--- src/hdl/fht_pkg.sv ---
// Package for the flow hash table lookup block: sizes, payload structs,
// sequencer states and the hash unit control bundle. No dependencies.
package fht_pkg;

  localparam int unsigned POOL_ENTRIES = 4096;
  localparam int unsigned ENTRY_BITS   = 12;
  localparam int unsigned BUCKET_BITS  = 12;
  localparam int unsigned BUCKET_COUNT = 1 << BUCKET_BITS;
  localparam int unsigned KEY_BYTES    = 64;
  localparam int unsigned KEY_WORDS    = 8;
  localparam int unsigned WORD_BITS    = 3;
  localparam int unsigned WALK_LIMIT   = 10000;
  localparam int unsigned STEP_BITS    = $clog2(WALK_LIMIT + 1);

  typedef struct packed {
    logic [63:0] basic_key_word;
    logic [63:0] full_key_word;
    logic [2:0]  word_index;
    logic [31:0] flow_type;
    logic [15:0] packet_length;
  } in_item_t;

  typedef struct packed {
    logic [11:0] flow_id;
    logic        is_new;
    logic        table_full;
    logic [31:0] packet_count;
    logic [47:0] byte_count;
  } out_item_t;

  typedef struct packed {
    logic start;
    logic seed_en;
  } hash_ctl_t;

  typedef enum logic [3:0] {
    ST_CLEAR,
    ST_IDLE,
    ST_HASH,
    ST_HEAD,
    ST_HEAD_LD,
    ST_CHECK,
    ST_KEY_RD,
    ST_KEY_CMP,
    ST_LINK_RD,
    ST_LINK_LD,
    ST_CNT_RD,
    ST_CNT_UPD,
    ST_MISS,
    ST_ALLOC,
    ST_LINK_WR,
    ST_OUT
  } state_e;

  // Bytes of key word w that lie inside the key.
  function automatic logic [63:0] word_mask(logic [WORD_BITS-1:0] w);
    logic [63:0] m;
    m = '0;
    for (int j = 0; j < 8; j++) begin
      if ((int'(w) * 8 + j) < int'(KEY_BYTES)) m[j*8 +: 8] = 8'hff;
    end
    return m;
  endfunction

endpackage

--- src/hdl/fht_hash_unit.sv ---
// Byte-serial hash unit: rotate-left-5 then XOR, one byte per cycle.
// Depends on fht_pkg.
module fht_hash_unit import fht_pkg::*; (
  input  logic                 clk_i,
  input  logic                 rst_ni,
  input  hash_ctl_t            ctl_i,
  input  logic [31:0]          seed_i,
  input  logic [63:0]          word_i,
  input  logic [WORD_BITS-1:0] word_index_i,
  output logic                 done_o,
  output logic [31:0]          hash_o
);

  logic [31:0]          acc_q, acc_d;
  logic [63:0]          word_q;
  logic [WORD_BITS-1:0] widx_q;
  logic [2:0]           cnt_q;
  logic                 busy_q;
  logic [6:0]           byte_pos;

  assign byte_pos = {1'b0, widx_q, cnt_q};
  assign done_o   = busy_q && (cnt_q == 3'd7);
  assign hash_o   = acc_q;

  always_comb begin
    acc_d = acc_q;
    if (ctl_i.start && ctl_i.seed_en) begin
      acc_d = seed_i;
    end else if (busy_q && (byte_pos < 7'(KEY_BYTES))) begin
      acc_d = {acc_q[26:0], acc_q[31:27]} ^ {24'd0, word_q[7:0]};
    end
  end

  always_ff @(posedge clk_i or negedge rst_ni) begin
    if (!rst_ni) begin
      acc_q  <= '0;
      busy_q <= 1'b0;
      cnt_q  <= '0;
    end else begin
      acc_q <= acc_d;
      if (ctl_i.start) begin
        busy_q <= 1'b1;
        cnt_q  <= '0;
      end else if (busy_q) begin
        cnt_q <= cnt_q + 3'd1;
        if (cnt_q == 3'd7) busy_q <= 1'b0;
      end
    end
  end

  always_ff @(posedge clk_i) begin
    if (ctl_i.start) begin
      word_q <= word_i;
      widx_q <= word_index_i;
    end else if (busy_q) begin
      word_q <= {8'd0, word_q[63:8]};
    end
  end

endmodule

--- config.mk ---
export PLATFORM = sky130hd
export DESIGN_NAME = fht_hash_unit
export DESIGN_NICKNAME = d
export VERILOG_FILES = /design/src/hdl/fht_pkg.sv /design/src/hdl/fht_hash_unit.sv
export SDC_FILE = /design/constraint.sdc
export NUM_CORES = 1
export LEC_CHECK = 0
export BUFFER_PORTS_ARGS = -buffer_cell sky130_fd_sc_hd__buf_4
export CORE_ASPECT_RATIO = 1.75
export CORE_MARGIN = 4
export CORE_UTILIZATION = 56
export CTS_CLUSTER_DIAMETER = 100
export DETAILED_ROUTE_END_ITERATION = 8
export GPL_ROUTABILITY_DRIVEN = 0
export PLACE_DENSITY = 0.9
export SYNTH_ARGS = -nofsm -noshare
export SYNTH_HDL_FRONTEND = slang
export SYNTH_SLANG_ARGS = --single-unit
--- constraint.sdc ---
create_clock -name clk_i -period 5.3 [get_ports clk_i]
set_input_delay 0.53 -clock clk_i [delete_from_list [all_inputs] [get_ports clk_i]]
set_output_delay 0.53 -clock clk_i [all_outputs]
set_load 0.005 [all_outputs]
==> impl_metrics.ini <==
[outcome]
status = finished clean

[clock_tree]
cts_tree = done
cts-buffers-inserted = 9
clkTransAtPathRegs_ns = 0.07
cts-resized-gates = 0
cts-root-buf = clkbuf_16
htreeDepth = 3
holdBufCountCts = 0
clock_sinks = 100
clockBufferDepth = 2
clkLatencyLatePin_ns = 0.34
cts_setup_buffers = 0

[synth]
synth_nets = 405
synth_area_mm2 = 0.004546
syn_inst = 300
ys_seq_area_frac = 0.6210
syn_avg_cell_area_um2 = 15.15
ys_seq_elements = 100
synth_cell_types = 21
yosys_warnings = 0

[finish]
postLayoutCellArea_mm2 = 0.005819
instances_no_fill = 522
drive_gt1_frac = 0.5394
nNetsFinal = 532
num_antenna_cells = 0
area_delta_synth_final_pct = 28.02
utilization = 0.7358

[route]
drcViolationCount = 0
viasPerCell = 5.398
routedWlPerCell_um = 17.07
drt_iter0_drc = 166
ant_nets = 0
drt-total-wl_um = 8913
num_vias = 2818
drt_pass1_iterations = 4

[placed_design]
hpwl_um = 6503
placed_area_mm2 = 0.005514
io_buffer_count = 132
dp_cells = 506
dp_slack_ns = 2.475

[global_route]
grt_max_degree = 71
antenna_found_initial = 0
grt_usage = 0.1880
grt_overflow = 0
grt_first_pass_wirelength_um = 14400
grt_pass1_vias = 2911

[critical_path]
worst-path-max-fanout = 70
endpoint_kind = register
cp-start-kind = primary input
crit_arrival_ns = 2.42
critPathKind = in -> reg
crit_chain = buf_4 > or2_2 > buf_4
cp_slowest_stage_delay_ns = 0.72
critPathMostFrequentCell = buf_4
cp.required_ns = 5.29
critPathSlowestCell = or2_2

[timing]
period_share = 0.4584
slew_viol_final = 0
relSlewSlack = 0.4581
fin_skew_ns = 0.009773
fin_setup_tns_ns = 0
period_minus_slack_ns = 2.429
fmax_mhz = 411.6
whs_ns = 0.1343
rsz0062_at_grt = no
worst_slack_ns = 2.871
hold_viol_final = 0
setup_viol = 0
worstMarginPinSlew_ns = 0.8129

[die]
dieArea_mm2 = 0.009679
dieWidth_um = 76.11
die_height_um = 127.2
start_util = 0.5748
io-pin-count = 136
row_count = 43
coreArea_mm2 = 0.007909

[flow_run]
max_cap_violations = 0

[hold_path]
min_path_type = in -> async

[pwr]
peakVddDrop_v = 0.0002769
power_density_mw_per_mm2 = 337.2
power_mw = 1.963
p_leak_nw = 2.749
## cell families after synthesis
| group | Yosys count | share of synthesized area |
|---|---|---|
| flip-flops | 100 | 0.6210 |
| multiplexers | 90 | 0.2194 |
| AND/OR/NAND/NOR | 46 | 0.04404 |
| AO/OA/AOI/OAI | 33 | 0.05670 |
| buffers and inverters | 20 | 0.03606 |
| XOR/XNOR | 9 | 0.01734 |
| adder cells (fa/ha/maj) | 2 | 0.005504 |
## cell usage in the layout, fill, tap and decap left out
cell and n:
buf_4 135, edfxtp_1 64, mux2_2 49, dfrtp_1 35
mux2i_1 34, nand2_1 32, o21ai_2 24, clkbuf_16 10
and2_1 9, xor2_1 8, mux2_4 7, o21ai_1 6
nor2_1 3, o21ai_0 2, ha_1 2, inv_6 2
clkbuf_8 2, or2_2 1, inv_1 1, a21o_1 1
and2_2 1, xnor2_1 1, dfrtp_2 1, inv_4 1
clkbuf_1 1
## sequential cells by signal (all words and copies together) (netlist names)
name	flops
busy_q	1
cnt_q	3
hash_o	32
word_q	64
## per-layer routing
layer	wire length, um	global-route usage	vias up
met5	0	0	-
met4	266	0.08445	0
met3	777	0.06276	19
met2	4645	0.3172	122
met1	3224	0.2159	1332
li1	-	-	1345
## report_power, final
| part | internal (mW) | total [mW] | switching, mW |
|---|---|---|---|
| clock network | 0.377 | 0.652 | 0.276 |
| logic | 0.194 | 0.310 | 0.116 |
| registers | 0.936 | 1.00 | 0.0640 |
## cell type report
type	count	area [um2]
timing repair buffer	135	1013
multi-input combinational	180	1560
clock inverter	3	23.77
tap	90	112.6
inverter	1	3.754
fill	523	2090
clock buffer	13	281.5
sequential	100	2824
## cells in the mapped netlist (all sizes together)
cell type  count  area share
o21ai         32       0.055
or2            1      0.0014
a21o           1      0.0017
dfrtp         36        0.20
nor2           3      0.0025
mux2i         34       0.075
and2          10       0.014
inv            1     0.00082
buf           18       0.034
edfxtp        64        0.42
clkbuf         1     0.00082
nand2         32       0.026
ha             2      0.0055
xnor2          1      0.0019
xor2           8       0.015
mux2          56        0.14
## worst paths after layout
path                                  from          to  slack (ns)  depth (start not counted)
worst min register to register  word_q[18]  word_q[10]        0.54                          1
worst max-delay path              ctl_i[1]  word_q[27]        2.87                          3
max in group asynchronous           rst_ni      busy_q        4.80                          1
worst max register to register      busy_q  word_q[27]        3.49                          2
worst min-delay path                rst_ni  hash_o[17]        0.13                          1
min in group clk_i               seed_i[4]   hash_o[4]        0.39                          3
## critical path, delay by kind of cell
| kind | cells | cell delay (ns) |
|---|---|---|
| and+or+nand+nor | 1 | 0.72 |
| buffers and inverters | 2 | 1.13 |
No activity file was read; power rests on OpenSTA's default activity.
